$ cat src/design/assert_macros.svh
// Assertion macros shared by the tone sequencer RTL.
// Uses the clock and reset names of the module that includes it.
`ifndef ASSERT_MACROS_SVH
`define ASSERT_MACROS_SVH

// Same-cycle implication, checked outside reset.
`define STNS_ASSERT_NOW(label, ante, cons, msg) \
   label: assert property (@(posedge clock) disable iff (reset) (ante) |-> (cons)) \
      else $error(msg);

// Next-cycle implication, checked outside reset.
`define STNS_ASSERT_NEXT(label, ante, cons, msg) \
   label: assert property (@(posedge clock) disable iff (reset) (ante) |=> (cons)) \
      else $error(msg);

`endif

$ cat src/design/stns_pkg.sv
// Package of the square-wave tone sequencer: word types, codes and constants.
// No dependencies; used by every module of the block.
`timescale 1ns / 1ps

package stns_pkg;

   typedef enum logic [1:0] {
      OP_TICK  = 2'd0,
      OP_LOAD  = 2'd1,
      OP_START = 2'd2,
      OP_STOP  = 2'd3
   } stns_op_type;

   localparam int unsigned CSR_IDX_W = 3;

   typedef enum logic [CSR_IDX_W-1:0] {
      CSR_TICK_RATE    = 3'd0,
      CSR_SPEED        = 3'd1,
      CSR_AMP_PERCENT  = 3'd2,
      CSR_FULL_SCALE   = 3'd3,
      CSR_NOTE_COUNT   = 3'd4,
      CSR_REPEAT_COUNT = 3'd5
   } stns_csr_type;

   typedef enum logic [3:0] {
      ST_IDLE,
      ST_DECODE,
      ST_AMP_MUL,
      ST_AMP_DIV,
      ST_NOTE_RD,
      ST_DUR_MUL,
      ST_DUR_DIV,
      ST_TCK_MUL,
      ST_TCK_DIV,
      ST_STEP_MUL,
      ST_STEP_DIV,
      ST_PH_ADD,
      ST_PH_WRAP,
      ST_PH_OUT,
      ST_RESULT
   } stns_state_type;

   typedef struct packed {
      stns_op_type opcode;
      logic [3:0]  note_slot;
      logic [15:0] note_freq_hz;
      logic [15:0] note_duration_ms;
   } stns_req_type;

   typedef struct packed {
      logic signed [16:0] drive_value;
      logic               playing;
   } stns_rsp_type;

   typedef struct packed {
      logic        start;
      logic [31:0] mcand;
      logic [15:0] mplier;
      logic [31:0] addend;
   } stns_mul_cmd_type;

   typedef struct packed {
      logic        done;
      logic [31:0] result;
   } stns_mul_sts_type;

   typedef struct packed {
      logic        start;
      logic [31:0] dividend;
      logic [15:0] divisor;
   } stns_div_cmd_type;

   typedef struct packed {
      logic        done;
      logic [31:0] quotient;
   } stns_div_sts_type;

   localparam int unsigned MUL_STEPS = 16;
   localparam int unsigned MUL_CNT_W = 5;
   localparam int unsigned DIV_STEPS = 32;
   localparam int unsigned DIV_CNT_W = 6;

   localparam logic [31:0] PHASE_SCALE = 32'd1000000;
   localparam logic [31:0] PHASE_HALF  = 32'd500000;
   localparam logic [15:0] MS_PER_S    = 16'd1000;
   localparam logic [31:0] ROUND_UP_MS = 32'd999;
   localparam logic [7:0]  PCT_LIMIT   = 8'd20;
   localparam logic [15:0] PCT_FULL    = 16'd100;

   localparam logic [15:0] TICK_RATE_RST  = 16'd1000;
   localparam logic [15:0] SPEED_RST      = 16'd1000;
   localparam logic [15:0] FULL_SCALE_RST = 16'd32767;
   localparam logic [15:0] REPEAT_RST     = 16'd1;

endpackage

$ cat src/design/stns_mul.sv
// Bit-serial shift-and-add multiplier: addend + mcand * mplier, modulo 2^32.
// Depends on stns_pkg; one multiplier bit per cycle.
`timescale 1ns / 1ps

module stns_mul
   import stns_pkg::*;
(
   input  logic             clock,
   input  logic             reset,
   input  stns_mul_cmd_type cmd,
   output stns_mul_sts_type sts
);

   logic [31:0]          acc_ff;
   logic [31:0]          mcand_ff;
   logic [15:0]          mplier_ff;
   logic [MUL_CNT_W-1:0] cnt_ff;
   logic                 done_ff;

   always_ff @(posedge clock) begin
      if (reset) begin
         cnt_ff  <= '0;
         done_ff <= 1'b0;
      end else begin
         done_ff <= 1'b0;
         if (cmd.start) begin
            cnt_ff <= MUL_CNT_W'(MUL_STEPS);
         end else if (cnt_ff != '0) begin
            cnt_ff  <= cnt_ff - 1'b1;
            done_ff <= (cnt_ff == MUL_CNT_W'(1));
         end
      end
   end

   // The multiplicand shifts left and drops its top bits, which keeps the
   // product modulo 2^32.
   always_ff @(posedge clock) begin
      if (cmd.start) begin
         acc_ff    <= cmd.addend;
         mcand_ff  <= cmd.mcand;
         mplier_ff <= cmd.mplier;
      end else if (cnt_ff != '0) begin
         if (mplier_ff[0]) begin
            acc_ff <= acc_ff + mcand_ff;
         end
         mcand_ff  <= {mcand_ff[30:0], 1'b0};
         mplier_ff <= {1'b0, mplier_ff[15:1]};
      end
   end

   assign sts.done   = done_ff;
   assign sts.result = acc_ff;

endmodule

$ cat src/design/stns_div.sv
// Restoring divider, one quotient bit per cycle: 32-bit dividend, 16-bit divisor.
// Depends on stns_pkg. The divisor is never zero here.
`timescale 1ns / 1ps

module stns_div
   import stns_pkg::*;
(
   input  logic             clock,
   input  logic             reset,
   input  stns_div_cmd_type cmd,
   output stns_div_sts_type sts
);

   logic [31:0]          quo_ff;
   logic [15:0]          rem_ff;
   logic [15:0]          dvs_ff;
   logic [DIV_CNT_W-1:0] cnt_ff;
   logic                 done_ff;
   logic [16:0]          shifted;
   logic [16:0]          diff;
   logic                 fits;

   // The dividend sits in the quotient register and leaves it from the top
   // while quotient bits enter at the bottom.
   assign shifted = {rem_ff, quo_ff[31]};
   assign diff    = shifted - {1'b0, dvs_ff};
   assign fits    = (shifted >= {1'b0, dvs_ff});

   always_ff @(posedge clock) begin
      if (reset) begin
         cnt_ff  <= '0;
         done_ff <= 1'b0;
      end else begin
         done_ff <= 1'b0;
         if (cmd.start) begin
            cnt_ff <= DIV_CNT_W'(DIV_STEPS);
         end else if (cnt_ff != '0) begin
            cnt_ff  <= cnt_ff - 1'b1;
            done_ff <= (cnt_ff == DIV_CNT_W'(1));
         end
      end
   end

   always_ff @(posedge clock) begin
      if (cmd.start) begin
         quo_ff <= cmd.dividend;
         rem_ff <= '0;
         dvs_ff <= cmd.divisor;
      end else if (cnt_ff != '0) begin
         rem_ff <= fits ? diff[15:0] : shifted[15:0];
         quo_ff <= {quo_ff[30:0], fits};
      end
   end

   assign sts.done     = done_ff;
   assign sts.quotient = quo_ff;

endmodule

$ cat src/design/square_tone_note_sequencer_core.sv
// Top level of the square-wave tone sequencer: control, note table and play state.
// Depends on stns_pkg, stns_mul, stns_div and assert_macros.svh.
//
//   Port group  Direction  Handshake          Word
//   req_        in         req_valid/ready    stns_req_type (opcode, slot, freq, duration)
//   rsp_        out        rsp_valid/ready    stns_rsp_type (drive_value, playing)
//   csr_        in         csr_we only        csr_index, csr_wdata (16 bits)
//
// Load, stop, an ignored start and a non-playing tick go from decode to the result. A tick
// inside a note adds the phase step, wraps it and sets the drive (a silent note skips both);
// a note change first reads the note and runs the duration, tick and step multiply/divide
// steps; a start runs the amplitude steps before those and skips the phase. The result is
// valid as req_ready rises again; a result still waiting in the output register stalls the
// next one. Synchronous reset clears control and play registers, not payload or note table.
`timescale 1ns / 1ps
`include "assert_macros.svh"

module square_tone_note_sequencer_core
   import stns_pkg::*;
#(
   parameter int unsigned NOTE_SLOTS = 16
) (
   input  logic                 clock,
   input  logic                 reset,
   input  logic                 req_valid,
   output logic                 req_ready,
   input  stns_req_type         req_data,
   output logic                 rsp_valid,
   input  logic                 rsp_ready,
   output stns_rsp_type         rsp_data,
   input  logic                 csr_we,
   input  logic [CSR_IDX_W-1:0] csr_index,
   input  logic [15:0]          csr_wdata
);

   localparam int unsigned IDX_W      = (NOTE_SLOTS > 1) ? $clog2(NOTE_SLOTS) : 1;
   localparam logic [8:0]  SLOTS_WIDE = 9'(NOTE_SLOTS);

   // Configuration registers.
   logic [15:0] tick_rate_ff;
   logic [15:0] speed_ff;
   logic [7:0]  pct_ff;
   logic [15:0] full_scale_ff;
   logic [4:0]  count_ff;
   logic [15:0] repeat_ff;

   // Play state.
   stns_state_type     state_ff;
   stns_state_type     state_in;
   stns_req_type       req_ff;
   logic               launch_ff;
   logic               playing_ff;
   logic [4:0]         cur_ff;
   logic [4:0]         play_count_ff;
   logic [15:0]        play_speed_ff;
   logic [15:0]        repeats_ff;
   logic [31:0]        elapsed_ff;
   logic [31:0]        dur_ticks_ff;
   logic [31:0]        acc_ff;
   logic [31:0]        inc_ff;
   logic [15:0]        amp_ff;
   logic [31:0]        scaled_ff;
   logic [31:0]        sum_ff;
   logic signed [16:0] drive_ff;
   logic [31:0]        entry_ff;
   logic               rsp_valid_ff;
   stns_rsp_type       rsp_data_ff;

   logic [31:0] note_mem [NOTE_SLOTS];

   // Derived values.
   logic [15:0]      rate_now;
   logic [15:0]      speed_eff;
   logic [4:0]       pct_clamp;
   logic [8:0]       count_wide;
   logic [4:0]       count_lim;
   logic [8:0]       slot_wide;
   logic [8:0]       cur_wide;
   logic [IDX_W-1:0] wr_addr;
   logic [IDX_W-1:0] rd_addr;
   logic             slot_ok;
   logic [5:0]       next_cur;
   logic             seq_wrap;
   logic             more_repeats;
   logic             note_due;
   logic             start_ok;
   logic             do_idle;
   logic             emit;
   logic             ready_int;
   logic             in_mul_state;
   logic [16:0]      amp_pos;

   stns_mul_cmd_type mul_cmd;
   stns_mul_sts_type mul_sts;
   stns_div_cmd_type div_cmd;
   stns_div_sts_type div_sts;

   stns_mul u_mul (
      .clock (clock),
      .reset (reset),
      .cmd   (mul_cmd),
      .sts   (mul_sts)
   );

   stns_div u_div (
      .clock (clock),
      .reset (reset),
      .cmd   (div_cmd),
      .sts   (div_sts)
   );

   assign rate_now   = (tick_rate_ff == '0) ? MS_PER_S : tick_rate_ff;
   assign speed_eff  = (play_speed_ff == '0) ? MS_PER_S : play_speed_ff;
   assign pct_clamp  = (pct_ff > PCT_LIMIT) ? PCT_LIMIT[4:0] : pct_ff[4:0];
   assign count_wide = {4'b0, count_ff};
   assign count_lim  = (count_wide > SLOTS_WIDE) ? SLOTS_WIDE[4:0] : count_ff;
   assign slot_wide  = {5'b0, req_ff.note_slot};
   assign cur_wide   = {4'b0, cur_ff};
   assign wr_addr    = slot_wide[IDX_W-1:0];
   assign rd_addr    = cur_wide[IDX_W-1:0];
   assign slot_ok    = (slot_wide < SLOTS_WIDE);

   assign next_cur     = {1'b0, cur_ff} + 6'd1;
   assign seq_wrap     = (next_cur >= {1'b0, play_count_ff});
   assign more_repeats = (repeats_ff > 16'd1);
   assign note_due     = (elapsed_ff >= dur_ticks_ff);
   assign start_ok     = (count_ff != '0) && (repeat_ff != '0);
   assign amp_pos      = {1'b0, amp_ff};

   // A stop, or a tick that runs out of notes and repeats, returns to idle.
   assign do_idle = (state_ff == ST_DECODE) &&
                    ((req_ff.opcode == OP_STOP) ||
                     ((req_ff.opcode == OP_TICK) && playing_ff && note_due &&
                      seq_wrap && !more_repeats));

   // Next state.
   always_comb begin
      state_in = state_ff;
      unique case (state_ff)
         ST_IDLE: begin
            if (req_valid) state_in = ST_DECODE;
         end
         ST_DECODE: begin
            unique case (req_ff.opcode)
               OP_LOAD, OP_STOP: state_in = ST_RESULT;
               OP_START: state_in = start_ok ? ST_AMP_MUL : ST_RESULT;
               OP_TICK: begin
                  priority if (!playing_ff) state_in = ST_RESULT;
                  else if (note_due) begin
                     state_in = (seq_wrap && !more_repeats) ? ST_RESULT : ST_NOTE_RD;
                  end
                  else state_in = ST_PH_ADD;
               end
            endcase
         end
         ST_AMP_MUL:  if (mul_sts.done) state_in = ST_AMP_DIV;
         ST_AMP_DIV:  if (div_sts.done) state_in = ST_NOTE_RD;
         ST_NOTE_RD:  state_in = ST_DUR_MUL;
         ST_DUR_MUL:  if (mul_sts.done) state_in = ST_DUR_DIV;
         ST_DUR_DIV:  if (div_sts.done) state_in = ST_TCK_MUL;
         ST_TCK_MUL:  if (mul_sts.done) state_in = ST_TCK_DIV;
         ST_TCK_DIV:  if (div_sts.done) state_in = ST_STEP_MUL;
         ST_STEP_MUL: if (mul_sts.done) state_in = ST_STEP_DIV;
         ST_STEP_DIV: begin
            if (div_sts.done) begin
               state_in = (req_ff.opcode == OP_TICK) ? ST_PH_ADD : ST_RESULT;
            end
         end
         ST_PH_ADD:  state_in = (inc_ff == '0) ? ST_RESULT : ST_PH_WRAP;
         ST_PH_WRAP: state_in = ST_PH_OUT;
         ST_PH_OUT:  state_in = ST_RESULT;
         ST_RESULT: begin
            if (!rsp_valid_ff || rsp_ready) state_in = ST_IDLE;
         end
         default: state_in = ST_IDLE;
      endcase
   end

   // State outputs: handshake and arithmetic unit commands.
   always_comb begin
      ready_int      = (state_ff == ST_IDLE);
      emit           = (state_ff == ST_RESULT) && (!rsp_valid_ff || rsp_ready);
      in_mul_state   = 1'b0;
      mul_cmd.mcand  = '0;
      mul_cmd.mplier = '0;
      mul_cmd.addend = '0;
      div_cmd.divisor = PCT_FULL;
      unique case (state_ff)
         ST_AMP_MUL: begin
            in_mul_state   = 1'b1;
            mul_cmd.mcand  = {16'b0, full_scale_ff};
            mul_cmd.mplier = {11'b0, pct_clamp};
         end
         ST_DUR_MUL: begin
            in_mul_state   = 1'b1;
            mul_cmd.mcand  = {16'b0, MS_PER_S};
            mul_cmd.mplier = entry_ff[31:16];
            mul_cmd.addend = {17'b0, speed_eff[15:1]};
         end
         ST_TCK_MUL: begin
            in_mul_state   = 1'b1;
            mul_cmd.mcand  = scaled_ff;
            mul_cmd.mplier = rate_now;
            mul_cmd.addend = ROUND_UP_MS;
         end
         ST_STEP_MUL: begin
            in_mul_state   = 1'b1;
            mul_cmd.mcand  = PHASE_SCALE;
            mul_cmd.mplier = entry_ff[15:0];
            mul_cmd.addend = {17'b0, rate_now[15:1]};
         end
         ST_DUR_DIV:  div_cmd.divisor = speed_eff;
         ST_TCK_DIV:  div_cmd.divisor = MS_PER_S;
         ST_STEP_DIV: div_cmd.divisor = rate_now;
         default: div_cmd.divisor = PCT_FULL;
      endcase
      mul_cmd.start    = launch_ff && in_mul_state;
      div_cmd.start    = launch_ff && ((state_ff == ST_AMP_DIV) || (state_ff == ST_DUR_DIV) ||
                                       (state_ff == ST_TCK_DIV) || (state_ff == ST_STEP_DIV));
      div_cmd.dividend = mul_sts.result;
   end

   assign req_ready = ready_int;
   assign rsp_valid = rsp_valid_ff;
   assign rsp_data  = rsp_data_ff;

   // Control, configuration and play state.
   always_ff @(posedge clock) begin
      if (reset) begin
         tick_rate_ff  <= TICK_RATE_RST;
         speed_ff      <= SPEED_RST;
         pct_ff        <= '0;
         full_scale_ff <= FULL_SCALE_RST;
         count_ff      <= '0;
         repeat_ff     <= REPEAT_RST;
         state_ff      <= ST_IDLE;
         launch_ff     <= 1'b0;
         rsp_valid_ff  <= 1'b0;
         playing_ff    <= 1'b0;
         cur_ff        <= '0;
         play_count_ff <= '0;
         play_speed_ff <= MS_PER_S;
         repeats_ff    <= '0;
         elapsed_ff    <= '0;
         dur_ticks_ff  <= '0;
         acc_ff        <= '0;
         inc_ff        <= '0;
         amp_ff        <= '0;
      end else begin
         if (csr_we) begin
            unique case (csr_index)
               CSR_TICK_RATE:    tick_rate_ff  <= csr_wdata;
               CSR_SPEED:        speed_ff      <= csr_wdata;
               CSR_AMP_PERCENT:  pct_ff        <= csr_wdata[7:0];
               CSR_FULL_SCALE:   full_scale_ff <= csr_wdata;
               CSR_NOTE_COUNT:   count_ff      <= csr_wdata[4:0];
               CSR_REPEAT_COUNT: repeat_ff     <= csr_wdata;
               default: ;
            endcase
         end

         state_ff  <= state_in;
         launch_ff <= (state_in != state_ff);

         if (emit) begin
            rsp_valid_ff <= 1'b1;
         end else if (rsp_ready) begin
            rsp_valid_ff <= 1'b0;
         end

         if (do_idle) begin
            playing_ff    <= 1'b0;
            cur_ff        <= '0;
            play_count_ff <= '0;
            play_speed_ff <= MS_PER_S;
            repeats_ff    <= '0;
            elapsed_ff    <= '0;
            dur_ticks_ff  <= '0;
            acc_ff        <= '0;
            inc_ff        <= '0;
            amp_ff        <= '0;
         end else begin
            unique case (state_ff)
               ST_DECODE: begin
                  if ((req_ff.opcode == OP_START) && start_ok) begin
                     playing_ff    <= 1'b1;
                     play_count_ff <= count_lim;
                     play_speed_ff <= speed_ff;
                     cur_ff        <= '0;
                     repeats_ff    <= repeat_ff;
                  end else if ((req_ff.opcode == OP_TICK) && playing_ff && note_due) begin
                     if (seq_wrap) begin
                        repeats_ff <= repeats_ff - 16'd1;
                        cur_ff     <= '0;
                     end else begin
                        cur_ff <= next_cur[4:0];
                     end
                  end
               end
               ST_AMP_DIV: begin
                  if (div_sts.done) amp_ff <= div_sts.quotient[15:0];
               end
               ST_TCK_DIV: begin
                  if (div_sts.done) begin
                     dur_ticks_ff <= (div_sts.quotient == '0) ? 32'd1 : div_sts.quotient;
                     elapsed_ff   <= '0;
                     acc_ff       <= '0;
                  end
               end
               ST_STEP_DIV: begin
                  if (div_sts.done) inc_ff <= div_sts.quotient;
               end
               ST_PH_ADD: begin
                  elapsed_ff <= elapsed_ff + 32'd1;
               end
               ST_PH_WRAP: begin
                  // Wraps once only: a step of a full cycle or more can leave
                  // the accumulator at or above the scale.
                  acc_ff <= (sum_ff >= PHASE_SCALE) ? (sum_ff - PHASE_SCALE) : sum_ff;
               end
               default: ;
            endcase
         end
      end
   end

   // Working payload registers.
   always_ff @(posedge clock) begin
      if (ready_int && req_valid) begin
         req_ff <= req_data;
      end
      if (state_ff == ST_DECODE) begin
         drive_ff <= '0;
      end
      if ((state_ff == ST_DUR_DIV) && div_sts.done) begin
         scaled_ff <= (div_sts.quotient == '0) ? 32'd1 : div_sts.quotient;
      end
      if (state_ff == ST_PH_ADD) begin
         sum_ff <= acc_ff + inc_ff;
      end
      if (state_ff == ST_PH_OUT) begin
         drive_ff <= (acc_ff < PHASE_HALF) ? amp_pos : (17'd0 - amp_pos);
      end
      if (emit) begin
         rsp_data_ff.drive_value <= drive_ff;
         rsp_data_ff.playing     <= playing_ff;
      end
   end

   // Note table: frequency in the low half of a word, duration in the high half.
   always_ff @(posedge clock) begin
      if ((state_ff == ST_DECODE) && (req_ff.opcode == OP_LOAD) && slot_ok) begin
         note_mem[wr_addr] <= {req_ff.note_duration_ms, req_ff.note_freq_hz};
      end
      entry_ff <= note_mem[rd_addr];
   end

   `STNS_ASSERT_NOW(a_play_state_sane,
      (state_ff == ST_IDLE) && playing_ff,
      (cur_ff < play_count_ff) && (dur_ticks_ff != '0),
      "playing with a note index past the count or a zero duration")

   `STNS_ASSERT_NOW(a_mul_done_in_mul_state,
      mul_sts.done,
      in_mul_state,
      "multiplier finished outside a multiply step")

   `STNS_ASSERT_NEXT(a_start_sets_playing,
      (state_ff == ST_DECODE) && (req_ff.opcode == OP_START) && start_ok,
      playing_ff,
      "accepted start did not begin playback")

   `STNS_ASSERT_NOW(a_drive_only_while_playing,
      rsp_valid_ff && (rsp_data_ff.drive_value != '0),
      rsp_data_ff.playing,
      "nonzero drive word while not playing")

endmodule
$ cat config.mk
export PLATFORM = sky130hd
export DESIGN_NAME = square_tone_note_sequencer_core
export DESIGN_NICKNAME = d
export VERILOG_FILES = /design/src/design/stns_pkg.sv /design/src/design/stns_mul.sv /design/src/design/stns_div.sv /design/src/design/square_tone_note_sequencer_core.sv
export VERILOG_INCLUDE_DIRS = /design/src /design/src/design
export SDC_FILE = /design/constraint.sdc
export NUM_CORES = 2
export LEC_CHECK = 0
export BUFFER_PORTS_ARGS = -buffer_cell sky130_fd_sc_hd__buf_2
export CAP_MARGIN = 20
export CELL_PAD_IN_SITES_DETAIL_PLACEMENT = 1
export CELL_PAD_IN_SITES_GLOBAL_PLACEMENT = 2
export CORE_MARGIN = 4
export CORE_UTILIZATION = 48
export CTS_CLUSTER_SIZE = 20
export DETAILED_ROUTE_END_ITERATION = 6
export GPL_ROUTABILITY_DRIVEN = 0
export PLACE_DENSITY_LB_ADDON = 0.1
export SYNTH_ARGS = -nofsm -noshare
export SYNTH_HDL_FRONTEND = slang
export SYNTH_SLANG_ARGS = --single-unit
$ cat constraint.sdc
create_clock -name clock -period 9.7 [get_ports clock]
set_input_delay 2.425 -clock clock [delete_from_list [all_inputs] [get_ports clock]]
set_output_delay 2.425 -clock clock [all_outputs]
set_load 0.02 [all_outputs]
---- After elaboration in Yosys (flattened, before gate mapping) ----
Memories as Yosys holds them, arrays and structs flattened. A register that Yosys moved wholly into a read port is not among the register bits.
Index checks and enable logic that the tools add are counted.
storage, ports and cells
  RAM bits ................................ 512
  output and inout port bits .............. 20
  memories kept ........................... 1
  input port bits ......................... 62
  register bits after elaboration ......... 564
operators by class
  eq/ne operators ......................... 26
  reduce and logical (&&, ||, !) cells .... 64
  multiplexer cells ....................... 58
  magnitude comparators ................... 9
  add/sub/neg operators ................... 10
  bitwise gates (word level) .............. 2
memories
  name      depth  bits a word  read ports  clocked after memory_dff  write ports  RTL line                               RTL
  note_mem  16     32           1           1                         1            square_tone_note_sequencer_core.sv:69  logic [31:0] note_mem [NOTE_SLOTS];
operator list
  operator                                               count
  2-to-1 mux 32 bit                                      10
  case mux 48 bit (4 select lines)                       1
  2-to-1 mux 16 bit                                      8
  case mux 32 bit (2 select lines)                       2
  adder 32 bit                                           2
  zero test 32 bit                                       2
  case mux 4 bit (15 select lines)                       1
  2-to-1 mux 4 bit                                       14
  2-to-1 mux 17 bit                                      3
  case mux 16 bit (3 select lines)                       1
  case mux 15 bit (3 select lines)                       1
  2-to-1 mux 5 bit                                       7
  adder 32 x 1 -> 32 bit, second input constant          1
  >= comparator 32 x 20 -> 1 bit, second input constant  1
  >= comparator 32 bit                                   1
  zero test 16 bit                                       2
  < comparator 32 x 19 -> 1 bit, second input constant   1
  subtractor 32 x 20 -> 32 bit, second input constant    1
  equality test 4 bit, second input constant             7
  AND reduction 2 bit                                    14
  nonzero test 2 bit                                     9
  >= comparator 17 x 16 -> 1 bit                         1
  subtractor 1 x 16 -> 17 bit, first input constant      1
  equality test 4 x 3 -> 1 bit, second input constant    4
  40 further kinds                                       74

---- Depth between registers and ports, before layout ----
  depth after elaboration ................. 9
  gate-level depth with buffers ........... 14

---- Hierarchy ----
Synthesis repeated with hierarchy kept, for this count alone.
second synthesis, totals
  cell total of the unflattened synthesis .. 3899
  area total of the unflattened synthesis .. 49112.1 um^2
modules (own cells, without submodules)
  module                           cells each  sequential area each (um^2)  area an instance (um^2)  instances
  square_tone_note_sequencer_core  3050        25534.5                      39868.2                  1
  stns_mul                         494         2522.4                       5378.9                   1
  stns_div                         355         1901.8                       3865.0                   1

---- Worst setup path after synthesis ----
No wires, ideal clock.
  path kind ............................... flip-flop to flip-flop
  start ................................... register state_ff[1]
  end ..................................... memory note_mem[0][0] (enable)
  setup slack ............................. 5.394 ns
  required time ........................... 9.239 ns
  arrival time ............................ 3.845 ns
  cell stages (with the launch flop) ...... 8
  clock period less this slack ............ 4.306 ns
  path through ............................ dfxtp_1 > buf_2 > nand2b_1 > nor3_1 > clkbuf_1 > nand2_1 > or4_1 > nor3_1
on the way
  word-level cells in the longest chain between the ends .. 5
ends and longest elaborated chain
  element                                 RTL line                                RTL
  start, declared                         square_tone_note_sequencer_core.sv:48   stns_state_type state_ff;
  start signal, assigned                  square_tone_note_sequencer_core.sv:262  state_ff <= state_in;
  equality test 4 x 1 -> 1 bit            square_tone_note_sequencer_core.sv:352  if ((state_ff == ST_DECODE) && (req_ff.opcode == OP_LOAD) && slot_ok) begin
  logical AND 1 bit (2 in a row)          square_tone_note_sequencer_core.sv:352
  2-to-1 mux 1 bit                        square_tone_note_sequencer_core.sv:352
  2-to-1 mux 1 bit (not written as such)  square_tone_note_sequencer_core.sv:353  note_mem[wr_addr] <= {req_ff.note_duration_ms, req_ff.note_freq_hz};
  end, declared                           square_tone_note_sequencer_core.sv:69
No other way between the ends.

---- Final worst setup path ----
  start ................................... register state_ff[0]
  end ..................................... output port req_ready
on the way
  word-level cells in the longest chain between the ends .. 1
ends and longest elaborated chain
  element          RTL line                                RTL
  zero test 4 bit  square_tone_note_sequencer_core.sv:181  ready_int = (state_ff == ST_IDLE);
  end, declared    square_tone_note_sequencer_core.sv:26   output logic req_ready,
No other way between the ends.

==> metrics.txt <==
outcome finished clean; total negative slack 0 ns; total wire length 138000 µm; Ports 82; EDFF count, synth 777; clk_lat worst skew 0.71 ns; clk slew on worst S/H paths 0.06 ns; crit-path cells nor4_1 > buf_2; Critical Path Max Stage Delay 0.57 ns; post-CTS setup buffer count 0; Flop pwr share 47.1%; min Tclk post-route 4.50 ns; num rows 115; syn_area_per_cell 12.4 µm²; Worst setup EP type primary output; max-slew violations 0; layout cells sized above 1 13.4%; Primary FF master, synth edfxtp_1; CTS root buf clkbuf_16; area of the mapped netlist 48100 µm²; die height 324 µm; Fin. Hold Viols 0; vias in the first global route 33449; f_max 222 MHz; critical path class flip-flop to primary output; routed vias 32029; max-capacitance violation count 0; Slowest-stage cell, CP dfxtp_1; P&R area growth vs syn 11.9%; Comb pwr share 20.9%; Netlist cell types 85; CTS tree done; Sw Share 31.5%; fin crit share 46.4%; internal power 0.00972 W; most frequent cells in the layout 777 x edfxtp_1, 638 x nand2_1, 341 x a21oi_1; Worst R2R Setup Slack 5.62 ns; Psw 0.00448 W; Startpoint Class flip-flop; htree depth 3; largest net degree at the start of global routing 146; Detail Route Antenna Nets 0; number of port buffers 81; Leakage 18.4 nW; Total Power 0.0142 W; CTS resizes 0; Mapped Nets 4072; Final HPWL DP 89000 µm; CTS Sinks 1108; Placeable Area 98900 µm²; initial core utilization 48.6%; Worst Path Arrival 2.08 ns; nets@finish 4098; DRC Markers 0; drt via density 6.04; worst hold slack 0.425 ns; Hold-fix buffers, CTS 0; YS warnings 0; Max Clock Skew 0.0362 ns; CTS buffer count 113; DR pass1 iterations 7; leading area contributor after synthesis edfxtp_1; Die X 324 µm; Die ar. 105000 µm²; setup violators final 0; Overflow after GRT 0; Yosys top cell area share 48.6%; post-synthesis sequential area ratio 62.3%; max_slew headroom 21.2%; most common cell after layout, fill and taps aside edfxtp_1; Post-Syn Instances 3880; PwrDens 264 nW/µm²; 1st-iter DRT viols 2704; Synth async-reset ratio 0%; worst min-delay path class flip-flop to flip-flop; crit path max fanout 23; wire length per cell 26.0 µm; clock power share 31.9%; Worst EP required 7.28 ns; GRT Total Usage 25.8%; initial antenna violation count 11; Slew @ Worst Pin 1.18 ns; WP buf/inv 1; CP top delay family flip-flops; RSZ-0062 raised after global routing no; CTS Buffer Depth 3; Synth Register Bits 1108; worst vdd ir 0.183 mV; top cells by area, synth edfxtp_1 49%, dfxtp_1 14%, mux4_2 7.5%; first-pass GRT wire length 209000 µm
[path summary, 6_finish.rpt]
kind | endpoint | depth (start not counted) | from
setup / recovery | req_ready | 2 | state_ff[0]
hold / removal | rsp_data[2] | 0 | drive_ff[1]
setup reg to reg | elapsed_ff[31] | 9 | state_ff[3]
hold reg to reg | rsp_data[2] | 0 | drive_ff[1]
[sequential cells by signal (all words and copies together) (netlist names), 32 cells and up]
register	flops
acc_ff	32
dur_ticks_ff	32
elapsed_ff	32
entry_ff	32
inc_ff	32
note_mem	512
req_ff	34
scaled_ff	32
sum_ff	32
u_div.quo_ff	32
u_mul.acc_ff	32
u_mul.mcand_ff	32
[logic make-up after synthesis]
group	after synthesis	synth area share, %
AOI/OAI and AO/OA	746	9.57
xor gates and xnor gates	111	2.02
adders and majority gates	131	3.45
buffers and inverters	322	2.56
DFF	1108	62.3
muxes	185	8.03
and+or+nand+nor	1277	12.0
[per-stage QoR]
step                      cell area [µm²]  instances  setup slack (ns)  util, %
after global placement              49800       5074              5.24     50.4
after detailed placement            49800       5075              5.62     50.4
after CTS                           53700       5291              5.18     54.3
after floorplan                     48100       3880              5.39        -
after global routing                53800       5294              5.10     54.4
final                               53800       5302              5.20     54.4
[per-layer routing]
metal,vias to the layer above,track usage (%),wire length (µm)
met2,861,45.4,70200
met4,6,8.36,4270
met3,222,3.29,6990
met1,16465,33.3,56200
met5,-,0,41
li1,14475,-,-
[area by class of cell]
class                           instances  area, µm²
Fill cell                            9876      45100
Sequential cell                      1108      30000
Multi-Input combinational cell       2450      17100
Clock buffer                          158       3170
Tap cell                             1287       1610
Timing Repair Buffer                  133        858
Clock inverter                         58        722
Inverter                              100        375
Antenna cell                            8       20.0
[power by group through the flow]
stage          clock network (W)  logic [W]  registers (W)
2_1_floorplan                  0    0.00220        0.00638
3_3_place_gp                   0    0.00283        0.00674
3_5_place_dp                   0    0.00296        0.00679
4_1_cts                  0.00463    0.00298        0.00669
5_1_grt                  0.00483    0.00333        0.00675
6_report                 0.00453    0.00297        0.00669
[Yosys cell counts, types with 14 or more instances]
cell type  count
nand2_1      639
ha_1         127
mux2i_1       20
a31oi_1       40
buf_2         18
a21oi_1      341
nand3_1      114
a211oi_1      19
buf_1         17
xor2_1        51
xnor2_1       60
o21ai_0      112
nor4_1        46
a21o_1        46
mux4_2       160
nor2_1       216
clkbuf_1     187
nor3_1        54
a22o_1        20
or2_2         18
dfxtp_1      331
nand3b_1      40
and3_1        24
o21a_1        17
nor2b_1       22
o211ai_1      18
edfxtp_1     777
nand4_1       24
inv_1        100
a22oi_1       18
nand2b_1      18
o31ai_1       14
No activity file was read; power rests on OpenSTA's default activity.
